[config.mk]
export PLATFORM = sky130hd
export DESIGN_NAME = line_rasterizer
export DESIGN_NICKNAME = d
export VERILOG_FILES = /design/src/sv/lr_pkg.sv /design/src/sv/lr_setup.sv /design/src/sv/line_rasterizer.sv
export SDC_FILE = /design/constraint.sdc
export NUM_CORES = 1
export LEC_CHECK = 0
export ABC_AREA = 1
export BUFFER_PORTS_ARGS = -buffer_cell sky130_fd_sc_hd__buf_2
export CELL_PAD_IN_SITES_DETAIL_PLACEMENT = 2
export CELL_PAD_IN_SITES_GLOBAL_PLACEMENT = 2
export CORE_MARGIN = 5
export CORE_UTILIZATION = 38
export DETAILED_ROUTE_END_ITERATION = 10
export GPL_ROUTABILITY_DRIVEN = 0
export PLACE_DENSITY = 0.85
export SYNTH_ARGS = -nofsm -noshare
export SYNTH_HDL_FRONTEND = slang
export SYNTH_HIERARCHICAL = 1
export SYNTH_SLANG_ARGS = --single-unit
[constraint.sdc]
create_clock -name clk -period 8.2 [get_ports clk]
set_input_delay 1.23 -clock clk [delete_from_list [all_inputs] [get_ports clk]]
set_output_delay 1.23 -clock clk [all_outputs]
set_load 0.1 [all_outputs]
[src/sv/lr_pkg.sv]
// Shared definitions for the line rasteriser: default widths, request kinds
// and the line classification flags. No dependencies.
package lr_pkg;

  localparam int LR_COORD_BITS = 11;
  localparam int LR_COLOR_BITS = 24;

  // Request kind carried on in_tuser.
  typedef enum logic {
    OP_START   = 1'b0,
    OP_ADVANCE = 1'b1
  } lr_op_t;

  // How a line is drawn, decided once when it starts.
  typedef struct packed {
    logic steep;   // y is the major axis
    logic mirror;  // x falls while y rises
    logic swap;    // endpoints exchanged so that y never decreases
  } lr_class_t;

endpackage

[src/sv/lr_setup.sv]
// Start-of-line setup: classifies the line, orders the endpoints and derives
// the initial error term and both increments. Purely combinational; uses lr_pkg.
module lr_setup #(
  parameter int COORD_BITS = lr_pkg::LR_COORD_BITS
) (
  input  logic [COORD_BITS-1:0]        x_a,
  input  logic [COORD_BITS-1:0]        y_a,
  input  logic [COORD_BITS-1:0]        x_b,
  input  logic [COORD_BITS-1:0]        y_b,
  output lr_pkg::lr_class_t            line_class,
  output logic [COORD_BITS-1:0]        first_x,
  output logic [COORD_BITS-1:0]        first_y,
  output logic [COORD_BITS-1:0]        major_end,
  output logic signed [COORD_BITS+1:0] err_init,
  output logic signed [COORD_BITS+1:0] inc_straight,
  output logic signed [COORD_BITS+1:0] inc_diagonal
);
  import lr_pkg::*;

  localparam int CW = COORD_BITS;

  logic signed [CW:0] dx;
  logic signed [CW:0] dy;
  logic signed [CW:0] dx_neg;
  logic signed [CW:0] dy_neg;
  logic [CW-1:0]      adx;
  logic [CW-1:0]      ady;
  logic [CW-1:0]      amaj;
  logic [CW-1:0]      amin;
  logic [CW:0]        diff;
  logic               dx_lt;
  logic               dy_lt;
  logic               dx_zero;
  logic               dy_zero;
  logic               opposite;

  always_comb begin
    dx      = $signed({1'b0, x_b}) - $signed({1'b0, x_a});
    dy      = $signed({1'b0, y_b}) - $signed({1'b0, y_a});
    dx_neg  = -dx;
    dy_neg  = -dy;
    dx_lt   = dx[CW];
    dy_lt   = dy[CW];
    dx_zero = (dx == '0);
    dy_zero = (dy == '0);
    adx     = dx_lt ? dx_neg[CW-1:0] : dx[CW-1:0];
    ady     = dy_lt ? dy_neg[CW-1:0] : dy[CW-1:0];

    // Both deltas non-zero and of opposite sign.
    opposite = (dx_lt && !dy_lt && !dy_zero) || (!dx_lt && !dx_zero && dy_lt);

    line_class.steep  = (ady > adx);
    line_class.mirror = line_class.steep ? (opposite || (dx_zero && dy_lt)) : opposite;
    line_class.swap   = dy_lt || (dy_zero && dx_lt);

    first_x = line_class.swap ? x_b : x_a;
    first_y = line_class.swap ? y_b : y_a;

    if (line_class.steep) begin
      amaj      = ady;
      amin      = adx;
      major_end = line_class.swap ? y_a : y_b;
    end else begin
      amaj      = adx;
      amin      = ady;
      major_end = line_class.swap ? x_a : x_b;
    end

    diff         = {1'b0, amin} - {1'b0, amaj};
    inc_straight = $signed({1'b0, amin, 1'b0});
    inc_diagonal = $signed({diff, 1'b0});
    err_init     = $signed({1'b0, amin, 1'b0}) - $signed({2'b00, amaj});
  end

endmodule

[src/sv/line_rasterizer.sv]
// Top level of the midpoint line rasteriser: request register, line state,
// pixel stepping and the result register. Depends on lr_pkg and lr_setup.
//
// Usage:
//   Input channel in_*: each request carries its kind on in_tuser. A start
//   request holds both endpoints and a colour in in_tdata and produces the
//   first pixel; an advance request produces the next pixel of the active
//   line and produces nothing when no line is active.
//   Result channel out_*: one pixel per producing request, with out_tlast
//   high on the final pixel of the line. A lone point gives a single pixel
//   with out_tlast set. A start request drops any line still in progress.
//   The request register loads at the edge that accepts the request and the
//   result register loads from it when the request is processed, which a
//   stalled result register holds back.
//   Throughput: one request per cycle while the receiver does not stall, set
//   by the single step of the error term between the two registers.
//   When the receiver stalls, the result register holds its pixel and the
//   request register still takes one more request; in_tready falls only when
//   both are full.
//   Reset clears both valid flags and leaves no line active.
module line_rasterizer #(
  parameter int COORD_BITS = lr_pkg::LR_COORD_BITS,
  parameter int COLOR_BITS = lr_pkg::LR_COLOR_BITS,
  localparam int IN_W  = ((4 * COORD_BITS + COLOR_BITS + 7) / 8) * 8,
  localparam int OUT_W = ((2 * COORD_BITS + COLOR_BITS + 7) / 8) * 8
) (
  input  logic             clk,
  input  logic             rst_n,
  input  logic             in_tvalid,
  output logic             in_tready,
  // x_start, y_start, x_end, y_end, line_color, then zero padding
  input  logic [IN_W-1:0]  in_tdata,
  // op (lr_pkg::lr_op_t)
  input  logic [0:0]       in_tuser,
  output logic             out_tvalid,
  input  logic             out_tready,
  // pixel_x, pixel_y, pixel_color, then zero padding
  output logic [OUT_W-1:0] out_tdata,
  output logic             out_tlast
);
  import lr_pkg::*;

  localparam int CW = COORD_BITS;
  localparam int KW = COLOR_BITS;
  localparam int EW = COORD_BITS + 2;

  // Request register
  logic          req_valid_r, req_valid_nxt;
  logic          req_op_r;
  logic [CW-1:0] req_xa_r, req_ya_r, req_xb_r, req_yb_r;
  logic [KW-1:0] req_color_r;

  // Line state
  logic [CW-1:0]        cur_x_r, cur_x_nxt;
  logic [CW-1:0]        cur_y_r, cur_y_nxt;
  logic signed [EW-1:0] err_r, err_nxt;
  logic [CW-1:0]        major_end_r, major_end_nxt;
  logic signed [EW-1:0] inc_str_r, inc_str_nxt;
  logic signed [EW-1:0] inc_diag_r, inc_diag_nxt;
  logic                 steep_r, steep_nxt;
  logic                 mirror_r, mirror_nxt;
  logic                 active_r, active_nxt;
  logic [KW-1:0]        color_r, color_nxt;

  // Result register
  logic          out_valid_r, out_valid_nxt;
  logic [CW-1:0] out_x_r;
  logic [CW-1:0] out_y_r;
  logic [KW-1:0] out_color_r;
  logic          out_last_r;

  lr_class_t            su_class;
  logic [CW-1:0]        su_x, su_y, su_end;
  logic signed [EW-1:0] su_err, su_inc_str, su_inc_diag;

  logic          proc;
  logic          emit;
  logic          minor;
  logic          fin;
  logic [CW-1:0] major;

  lr_setup #(
    .COORD_BITS (COORD_BITS)
  ) u_setup (
    .x_a          (req_xa_r),
    .y_a          (req_ya_r),
    .x_b          (req_xb_r),
    .y_b          (req_yb_r),
    .line_class   (su_class),
    .first_x      (su_x),
    .first_y      (su_y),
    .major_end    (su_end),
    .err_init     (su_err),
    .inc_straight (su_inc_str),
    .inc_diagonal (su_inc_diag)
  );

  assign proc      = req_valid_r && (!out_valid_r || out_tready);
  assign in_tready = !req_valid_r || proc;

  always_comb begin
    req_valid_nxt = req_valid_r;
    if (in_tvalid && in_tready) begin
      req_valid_nxt = 1'b1;
    end else if (proc) begin
      req_valid_nxt = 1'b0;
    end
  end

  always_ff @(posedge clk) begin
    if (!rst_n) begin
      req_valid_r <= 1'b0;
    end else begin
      req_valid_r <= req_valid_nxt;
    end
    if (in_tvalid && in_tready) begin
      req_op_r    <= in_tuser[0];
      req_xa_r    <= in_tdata[CW-1:0];
      req_ya_r    <= in_tdata[2*CW-1:CW];
      req_xb_r    <= in_tdata[3*CW-1:2*CW];
      req_yb_r    <= in_tdata[4*CW-1:3*CW];
      req_color_r <= in_tdata[4*CW+KW-1:4*CW];
    end
  end

  // Line stepping and pixel emission.
  always_comb begin
    cur_x_nxt     = cur_x_r;
    cur_y_nxt     = cur_y_r;
    err_nxt       = err_r;
    major_end_nxt = major_end_r;
    inc_str_nxt   = inc_str_r;
    inc_diag_nxt  = inc_diag_r;
    steep_nxt     = steep_r;
    mirror_nxt    = mirror_r;
    active_nxt    = active_r;
    color_nxt     = color_r;

    // A tie steps the minor axis only for a shallow mirrored line.
    minor = (!err_r[EW-1] && (err_r != '0)) || ((err_r == '0) && !steep_r && mirror_r);
    emit  = proc && ((req_op_r == OP_START) || active_r);

    if (proc && (req_op_r == OP_START)) begin
      cur_x_nxt     = su_x;
      cur_y_nxt     = su_y;
      err_nxt       = su_err;
      major_end_nxt = su_end;
      inc_str_nxt   = su_inc_str;
      inc_diag_nxt  = su_inc_diag;
      steep_nxt     = su_class.steep;
      mirror_nxt    = su_class.mirror;
      color_nxt     = req_color_r;
      active_nxt    = 1'b1;
    end else if (emit) begin
      err_nxt = minor ? (err_r + inc_diag_r) : (err_r + inc_str_r);
      if (steep_r) begin
        cur_y_nxt = cur_y_r + 1'b1;
        if (minor) begin
          cur_x_nxt = mirror_r ? (cur_x_r - 1'b1) : (cur_x_r + 1'b1);
        end
      end else begin
        cur_x_nxt = mirror_r ? (cur_x_r - 1'b1) : (cur_x_r + 1'b1);
        if (minor) begin
          cur_y_nxt = cur_y_r + 1'b1;
        end
      end
    end

    major = steep_nxt ? cur_y_nxt : cur_x_nxt;
    fin   = (major == major_end_nxt);
    if (emit && fin) begin
      active_nxt = 1'b0;
    end

    out_valid_nxt = out_valid_r;
    if (emit) begin
      out_valid_nxt = 1'b1;
    end else if (out_tready) begin
      out_valid_nxt = 1'b0;
    end
  end

  always_ff @(posedge clk) begin
    if (!rst_n) begin
      cur_x_r     <= '0;
      cur_y_r     <= '0;
      err_r       <= '0;
      major_end_r <= '0;
      inc_str_r   <= '0;
      inc_diag_r  <= '0;
      steep_r     <= 1'b0;
      mirror_r    <= 1'b0;
      active_r    <= 1'b0;
      color_r     <= '0;
      out_valid_r <= 1'b0;
    end else begin
      cur_x_r     <= cur_x_nxt;
      cur_y_r     <= cur_y_nxt;
      err_r       <= err_nxt;
      major_end_r <= major_end_nxt;
      inc_str_r   <= inc_str_nxt;
      inc_diag_r  <= inc_diag_nxt;
      steep_r     <= steep_nxt;
      mirror_r    <= mirror_nxt;
      active_r    <= active_nxt;
      color_r     <= color_nxt;
      out_valid_r <= out_valid_nxt;
    end
    if (emit) begin
      out_x_r     <= cur_x_nxt;
      out_y_r     <= cur_y_nxt;
      out_color_r <= color_nxt;
      out_last_r  <= fin;
    end
  end

  assign out_tvalid = out_valid_r;
  assign out_tlast  = out_last_r;

  always_comb begin
    out_tdata                    = '0;
    out_tdata[CW-1:0]            = out_x_r;
    out_tdata[2*CW-1:CW]         = out_y_r;
    out_tdata[2*CW+KW-1:2*CW]    = out_color_r;
  end

  // An advance with no line in progress must not produce a pixel.
  a_idle_advance_silent: assert property (@(posedge clk) disable iff (!rst_n)
    (proc && (req_op_r == OP_ADVANCE) && !active_r)
      |=> (out_valid_r == $past(out_valid_r && !out_tready)))
    else $error("advance without an active line produced a pixel");

  // A steep line climbs towards its end and never passes it.
  a_steep_bounded: assert property (@(posedge clk) disable iff (!rst_n)
    (active_r && steep_r) |-> (cur_y_r <= major_end_r))
    else $error("steep line stepped past its end");

  // The last flag of an emitted pixel matches the line ending.
  a_last_ends_line: assert property (@(posedge clk) disable iff (!rst_n)
    emit |=> (out_last_r == !active_r))
    else $error("last flag disagrees with line state");

endmodule

## Yosys cells after proc, flatten, opt, wreduce, memory -nomap -nowiden

Cells that the tools add are included.

- Register bits after elaboration: 214
- Input bits: 77
- Output and inout port bits: 51
- Word-level logic and storage cells: 104

- Add/subtract/negate cells: 11
- $lt $le $gt $ge: 1
- Equal/unequal tests: 1
- Multiplexer cells: 30
- Bitwise logic cells: 2
- Reduce and logical (&&, ||, !) cells: 37

Operators by type and width:

| kind | count |
|---|---|
| 11-bit 2-to-1 mux | 20 |
| 13-bit 2-to-1 mux | 3 |
| 11-bit by 11-bit subtractor with 12-bit output | 3 |
| 13-bit adder | 2 |
| 12-bit logical NOT | 2 |
| 24-bit 2-to-1 mux | 1 |
| 11-bit by 1-bit adder with 11-bit output, second input constant | 2 |
| 11-bit negator | 2 |
| 1-bit logical AND | 14 |
| 13-bit logical NOT | 1 |
| 13-bit nonzero test | 1 |
| 12-bit by 11-bit subtractor with 13-bit output | 1 |
| 11-bit == test | 1 |
| 11-bit greater-than comparator | 1 |
| 11-bit by 1-bit subtractor with 11-bit output, second input constant | 1 |
| 1-bit logical NOT | 8 |
| 1-bit logical OR | 7 |
| 1-bit 2-to-1 mux | 6 |
| 2-bit nonzero test | 3 |
| 1-bit NOT | 2 |
| 2-bit OR reduction | 1 |

## Depth between registers and ports, before layout

Gate-level depths: netlist of the first run.

- Depth in word-level cells: 12
- Depth in mapped cells: 39
- Depth with buffers taken out: 38

## Hierarchy

The synthesis of the first run kept the hierarchy.

By module, submodules not included:

| module | instances | cells each | area an instance (µm²) | sequential area each (µm²) |
|---|---|---|---|---|
| line_rasterizer | 1 | 1064 | 9798.1 | 5505.3 |
| lr_setup | 1 | 725 | 4070.2 | 0.0 |

## Worst setup path before layout of the first run

No wires, ideal clock.

- Kind: register to register
- Start: register req_xb_r[4]
- End: register err_r[12]
- Setup time: 0.133 ns
- Data arrival time: 5.391 ns
- Data required time: 8.067 ns
- Slack: 2.676 ns
- Stages on the path, launching flop included: 33
- Buffers on the path: 1
- Cell sequence: edfxtp_1 ha_1 a21oi_2 nor2_1 nor2_1 nand2_1 a21oi_2 clkinv_1 a21oi_1 xor2_1 inv_1 ha_1 nand2_1 nor2_1 a211oi_1 nor2_1 nor2_2 nand2_4 nand2_8 buf_12 nand2_2 nand2_4 inv_1 fa_1 o21ai_0 a21oi_1 o21bai_1 a21o_1 a21oi_1 o31ai_1 a211oi_1 o221ai_1 a21oi_1

- Word-level cells in the longest chain between the ends: 7

Ends and longest elaborated chain:

| what | line | source |
|---|---|---|
| start, declared | line_rasterizer.sv:50 | `logic [CW-1:0] req_xa_r, req_ya_r, req_xb_r, req_yb_r;` |
| start signal, assigned | line_rasterizer.sv:120 | `req_xb_r <= in_tdata[3*CW-1:2*CW];` |
| 11-bit by 11-bit subtractor with 12-bit output (*) | lr_setup.sv:38 | `dx = $signed({1'b0, x_b}) - $signed({1'b0, x_a});` |
| 11-bit negator | lr_setup.sv:40 | `dx_neg = -dx;` |
| 11-bit 2-to-1 mux (*) | lr_setup.sv:46 | `adx = dx_lt ? dx_neg[CW-1:0] : dx[CW-1:0];` |
| 11-bit greater-than comparator | lr_setup.sv:52 | `line_class.steep = (ady > adx);` |
| 11-bit 2-to-1 mux | lr_setup.sv:59 | `if (line_class.steep) begin` |
| 12-bit by 11-bit subtractor with 13-bit output (*) | lr_setup.sv:72 | `err_init = $signed({1'b0, amin, 1'b0}) - $signed({2'b00, amaj});` |
| named net su_err[12] | line_rasterizer.sv:74 | `logic signed [EW-1:0] su_err, su_inc_str, su_inc_diag;` |
| 13-bit 2-to-1 mux (*) | line_rasterizer.sv:143 | `if (proc && (req_op_r == OP_START)) begin` |
| end signal, assigned | line_rasterizer.sv:199 | `err_r <= err_nxt;` |
| end, declared | line_rasterizer.sv:56 | `logic signed [EW-1:0] err_r, err_nxt;` |

The timed path passes the listed nets; every way through them passes the cells marked *.
A chain may end at the register's enable or synchronous reset.

## Final worst setup path of the first run

Same ends and word-level chain as after synthesis.

==> metrics.md, run 1 <==
| Metric | Value |
|---|---|
| Max VDD drop | `~0.00016 V` |
| Post-synth top area share | `between 20% and 30%` |
| Final setup violation count | `0` |
| Number of max-cap violations | `0` |
| Largest net degree at the start of global routing | `between 80 and 90` |
| Vias in the first global route | `about 14000` |
| TritonCTS clock tree | `yes` |
| Worst-path clk slew | `60 ps` |
| DR iter-0 viols | `630` |
| Wire per inst | `~21 um` |
| Post-Synth XOR/XNOR Area | `2.46%` |
| CTS H-tree lvls | `1` |
| Main combinational cell family by area after synthesis | `simple AND/OR/NAND/NOR gates` |
| CTS Buffer Depth | `3` |
| CP startpoint kind | `flop` |
| Mapped cell area | `between 10000 and 15000 um2` |
| #FFs+latches synth | `217` |
| Pwr/cell area | `about 290 nW/um2` |
| Compound-Gate Fraction of Synth Area | `between 10% and 20%` |
| Via count | `~13000` |
| Initial core utilization | `38.2%` |
| Post-route ant nets | `0` |
| Via-per-instance ratio | `5.36` |
| Die width | `201 um` |
| Layout Nets | `a little over 2000` |
| GRT Total Usage | `23.8%` |
| Area growth from synthesis to layout | `13.0%` |
| Port Buf Inserts | `between 100 and 150` |
| P_leak | `7.51 nW` |
| Post-Syn Area per Cell | `~7.8 um2` |
| Rows | `70` |
| Cells after Synth | `1789` |
| Worst Tran Pin Value | `a little under 900 ps` |
| Crit-path max cell delay | `roughly 480 ps` |
| Unrepaired setup endpoints after global routing | `false` |
| Multiplexer share of the synthesized area | `less than 1%` |
| Die area | `40400 um2` |
| Yosys warning total | `6` |
| CTS Root Cell | `clkbuf_16` |
| Final count of hold timing violations | `0` |
| Hold buffers post-CTS | `0` |
| Share of cells above drive strength 1 | `between 10% and 20%` |
| Biggest area consumer among synthesized cells | `edfxtp_1` |
| Fmax | `around 140 MHz` |
| Drt total wl | `just under 50000 um` |
| Post-Synth Simple-Gate Area | `27.8%` |
| CP Max Fanout | `between 50 and 60` |
| Slowest cell on crit path | `nand2_8` |
| Post-Synth Adder-Cell Area | `between 6 and 7%` |
| Worst hold path cell count | `2` |
| Num CTS Buffers | `26` |
| Fin. max-slew vios | `0` |
| Crit Path Category | `flop to flop` |
| Post-layout min period | `7170 ps` |
| Clock sink count | `roughly 220` |
| Crit path max-delay family | `compound AO/OA/AOI/OAI gates` |
| Worst hold path type | `flop to flop` |
| Cell variety after synth | `between 50 and 60` |
| Count of cells resized by post-cts repair | `0` |
| First-pass GRT wire length | `between 70000 and 80000 um` |
| Worst-Skew Late Latency | `560 ps` |
| Initial antenna violation count | `2` |
| Detailed placement HPWL | `around 37000 um` |
| Number of antenna diodes | `0` |
| CP Depth | `28` |
| Total core area | `roughly 36000 um2` |
| Sequential area share after synthesis | `between 30% and 40%` |
| Tot Pwr | `between 0.004 and 0.005 W` |
| Final period utilization | `between 80% and 90%` |
| Worst Setup End Kind | `flop` |
| WP data required | `~8600 ps` |
| Bufs and invs on worst path | `4` |
| Worst Reg-to-Reg Cells | `28` |
| Top Ports | `about 130` |
| Synth area leaders | `edfxtp_1 25%, dfxtp_1 15%, nand2_1 10%` |
| Remaining routing DRC violations | `0` |
| Clk_skew | `roughly 17 ps` |
| Worst slew margin | `41.6%` |
| Detailed Routing Iterations Pass 1 | `5` |
| Status | `finished, final reports clean` |
| Vert. Die Dim | `201 um` |
| GR Overflow Total | `0` |
| Data arrival, critical path | `between 7000 and 8000 ps` |
| Post-CTS Setup Inserts | `0` |
| Setup TNS | `0 ps` |
## cell usage after synthesis (all sizes together)
library cell / n
a211oi: 29
a21boi: 2
a21o: 3
a21oi: 113
a31oi: 4
and2: 1
buf: 28
clkbuf: 35
clkinv: 3
conb: 2
dfxtp: 101
edfxtp: 116
fa: 5
ha: 67
inv: 252
mux2i: 3
nand2: 428
nand3: 137
nand3b: 15
nand4: 23
nor2: 145
nor3: 9
nor3b: 1
o211ai: 13
o21a: 1
o21ai: 140
o21bai: 13
o221ai: 4
o22ai: 1
o311ai: 2
o31ai: 2
or2: 52
xnor2: 8
xor2: 31
## stage by stage
step	area, um2	utilization (%)	setup WS [ps]	std cells	hold WS [ps]
2_1_floorplan	13900	-	2680	1792	425
3_3_place_gp	14800	40.7	1340	2324	436
3_5_place_dp	14800	40.7	1040	2324	444
4_1_cts	15700	43.1	1030	2372	453
5_1_grt	15700	43.1	533	2372	481
6_report	15700	43.1	1030	2372	452
## metal layers
metal	global-route usage, %	vias to the layer above	part of all wire (%)
met1	29.6	6296	44
met4	6.34	2	2.8
li1	-	6071	-
met5	0	-	0.026
met2	43.3	261	49
met3	3.23	81	3.8
## tightest hold or removal path: cells and delay by family (launching register included)
family | cells | cell delay (ps)
flops | 1 | 300
compound gates | 1 | 50
buf+inv | 1 | 60
## final cells by class
| class | instances | area, um2 |
|---|---|---|
| fillers | 4139 | 20700 |
| flip-flops and latches | 217 | 5510 |
| clock buffers | 34 | 741 |
| clock inverters | 14 | 134 |
| repair buffers | 127 | 651 |
| inverters | 255 | 962 |
| multi-input cells | 1257 | 7090 |
| well taps | 468 | 586 |
## sequential cells by signal, summed over array words and instances, names as in the netlist, 13 cells and up
name,flops
req_color_r,24
err_r,13
inc_str_r,13
inc_diag_r,13
color_r,24
out_color_r,24
## cells in the final DEF (no fill, tap or decap), types with 12 or more instances in the layout
cell type / synthesis / layout
o211ai_1: 12 / 12
nand2_2: 33 / 33
dfxtp_1: 101 / 101
nor2_1: 131 / 131
o21bai_1: 13 / 13
ha_1: 67 / 67
nand3_2: 19 / 19
buf_2: 12 / 121
clkbuf_16: 0 / 26
nand4_1: 22 / 22
nand3b_1: 15 / 15
o21ai_2: 12 / 12
inv_1: 241 / 240
nand3_1: 118 / 118
nand2_4: 15 / 15
a211oi_1: 29 / 29
a21oi_1: 106 / 106
o21ai_0: 122 / 122
or2_2: 50 / 50
nand2_1: 379 / 379
xor2_1: 31 / 31
edfxtp_1: 116 / 116
## cells by family (layout without fill, tap and decap cells)
group,Yosys count,after routing
compound gates,327,327
simple gates,811,811
buf+inv,318,430
flops,217,217
fa+ha+maj,72,72
xor+xnor,39,39
mux,3,3
other cells,2,5
## where the power goes
group / leakage (nW) / total, W / internal (W) / switching, W
logic: 5.13 / 0.00204 / 0.000605 / 0.00144
registers: 1.94 / 0.00126 / 0.00122 / 0.0000360
clock network: 0.436 / 0.00119 / 0.000698 / 0.000491
total: 7.51 / 0.00449 / 0.00252 / 0.00197
## final timing paths
kind / from / to / slack (ps)
min: inc_diag_r[3]$_SDFFE_PN0P_ / inc_diag_r[3]$_SDFFE_PN0P_ / 450
max: req_xb_r[4]$_DFFE_PP_ / err_r[12]$_SDFFE_PN0P_ / 1030
min reg2reg: inc_diag_r[3]$_SDFFE_PN0P_ / inc_diag_r[3]$_SDFFE_PN0P_ / 450
max reg2reg: req_xb_r[4]$_DFFE_PP_ / err_r[12]$_SDFFE_PN0P_ / 1030
No activity file was read; power rests on OpenSTA's default activity.
==> inputs of run 2 (changes only) <==
--- a/config.mk
+++ b/config.mk
@@ -13,6 +13,8 @@
 export CORE_UTILIZATION = 38
 export DETAILED_ROUTE_END_ITERATION = 10
 export GPL_ROUTABILITY_DRIVEN = 0
+export GPL_TIMING_DRIVEN = 0
+export HOLD_SLACK_MARGIN = 0.05
 export PLACE_DENSITY = 0.85
 export SYNTH_ARGS = -nofsm -noshare
 export SYNTH_HDL_FRONTEND = slang
==> run 2 against run 1 <==
  * Non-clock buffer count grew 57
  * Register-to-register slack gained 80 ps
  * Worst setup slack gained 83 ps
  * Clock-buffer cell count shrank 3
  * Power grew 4.2%
  * Sequential share of layout area shrank 0.71 points
  * Flip-flop and latch count is the same
  * Core utilization grew 0.90 points
  * Final cell count grew 2.3%
  * Cell area grew 2.1%
  * Critical path depth grew 1
  * Routed wire length grew 9.0%
  * Largest cell class unchanged
==> metrics.md, run 2 (synthesis gave the netlist of run 1 again) <==
| Metric | Value |
|---|---|
| Detailed Routing Iterations Pass 1 | `5` |
| Initial core utilization | `a little under two fifths` |
| Via count | `13100` |
| Worst Reg-to-Reg Cells | `29` |
| Initial antenna violation count | `0` |
| Die width | `201 um` |
| Largest net degree at the start of global routing | `70` |
| DR iter-0 viols | `approximately 560` |
| Top flop regs | `color_r: 24 flops, out_color_r: 24 flops, req_color_r: 24 flops` |
| Share of cells above drive strength 1 | `between 10% and 20%` |
| Bufs and invs on worst path | `4` |
| Vert. Die Dim | `between 200 and 250 um` |
| CP Max Fanout | `10` |
| Top Ports | `between 100 and 150` |
| Via-per-instance ratio | `between 5 and 6` |
| Post-layout min period | `roughly 7100 ps` |
| Final period utilization | `between 80% and 90%` |
| GRT Total Usage | `26.1%` |
| Drt total wl | `roughly 54000 um` |
| Data arrival, critical path | `about 7500 ps` |
| Status | `finished, final reports clean` |
| CTS H-tree lvls | `1` |
| Worst Tran Pin Value | `1040 ps` |
| CTS Root Cell | `clkbuf_16` |
| Port Buf Inserts | `about 120` |
| Crit Path Category | `flop to flop` |
| Total core area | `36300 um2` |
| Number of antenna diodes | `0` |
| Fin cells | `roughly 2400` |
| Slowest cell on crit path | `edfxtp_1` |
| Clock sink count | `approximately 220` |
| Tot Pwr | `about 0.0047 W` |
| Max VDD drop | `approximately 0.00017 V` |
| CP Depth | `29` |
| Final setup violation count | `0` |
| Setup TNS | `0 ps` |
| Most frequent cells in the layout | `379 x nand2_1, 240 x inv_1, 133 x buf_2` |
| Rows | `70` |
| Post-route ant nets | `0` |
| TritonCTS clock tree | `yes` |
| Worst-Skew Late Latency | `~560 ps` |
| Unrepaired setup endpoints after global routing | `false` |
| CP startpoint kind | `flop` |
| WP data required | `about 8600 ps` |
| Final count of hold timing violations | `0` |
| CTS Buffer Depth | `3` |
| Worst-path clk slew | `around 60 ps` |
| Clk_skew | `between 9 and 10 ps` |
| Commonest non-fill, non-tap cell in the layout | `nand2_1` |
| Most common cell type on the critical path | `a21oi_1` |
| P_leak | `between 7 and 8 nW` |
| Vias in the first global route | `~15000` |
| Count of cells resized by post-cts repair | `0` |
| Placed insts | `between 2000 and 2500` |
| Area growth from synthesis to layout | `15.3%` |
| Post-CTS Setup Inserts | `0` |
| Remaining routing DRC violations | `0` |
| Worst slew margin | `~30%` |
| Hold WS | `462 ps` |
| Fin. max-slew vios | `0` |
| First-pass GRT wire length | `84100 um` |
| Fmax | `about 140 MHz` |
| GR Overflow Total | `0` |
| Pwr/cell area | `292 nW/um2` |
| Worst hold path cell count | `2` |
| Number of max-cap violations | `0` |
| Layout Nets | `around 2100` |
| Hold buffers post-CTS | `0` |
| Wire per inst | `around 22 um` |
| Worst Setup End Kind | `flop` |
| Num CTS Buffers | `25` |
| Crit-path max cell delay | `around 500 ps` |
| Crit path max-delay family | `compound AO/OA/AOI/OAI gates` |
| Worst hold path type | `flop to flop` |
| Die area | `40400 um2` |
| Detailed placement HPWL | `around 41000 um` |
==> run 2: report_power, final <==
part / internal [W] / switching (W)
clock network: 0.000775 / 0.000493
registers: 0.00122 / 0.0000406
logic: 0.000650 / 0.00150
==> run 2: per-stage QoR <==
stage	utilization [%]	setup WS [ps]	instance area, um2
global placement	41.5	1420	15100
CTS	44.0	1050	16000
floorplan	-	2680	13900
finish	44.0	1110	16000
detailed placement	41.5	1070	15100
global route	44.0	551	16000
==> run 2: path summary, 6_finish.rpt <==
check	from	end	slack, ps
max	req_xb_r[4]$_DFFE_PP_	err_r[12]$_SDFFE_PN0P_	1110
min	inc_diag_r[6]$_SDFFE_PN0P_	inc_diag_r[6]$_SDFFE_PN0P_	460
max reg2reg	req_xb_r[4]$_DFFE_PP_	err_r[12]$_SDFFE_PN0P_	1110
min reg2reg	inc_diag_r[6]$_SDFFE_PN0P_	inc_diag_r[6]$_SDFFE_PN0P_	460
==> run 2: routing by layer <==
layer  vias to the layer above  GRT usage, %  share of wire [%]
met5                         -             0                  0
met4                         0          7.52                2.9
met3                        78          3.26                3.6
met2                       279          47.9                 50
met1                      6514          32.1                 43
li1                       6200             -                  -
==> run 2: worst register-to-register path, delay by kind of cell (launching register included) <==
family / cells / cell delay [ps]
flops: 1 / 490
simple gates: 9 / 1470
fa+ha+maj: 3 / 1280
buf+inv: 4 / 760
xor+xnor: 1 / 280
compound gates: 12 / 2660
==> run 2: cell type report <==
cell class	count	area [um2]
buffer	63	332
clock buffer	31	669
clock inverter	15	253
fill	4192	20400
inverter	255	965
multi-input combinational	1257	7080
sequential	217	5510
tap	468	586
timing repair buffer	121	606
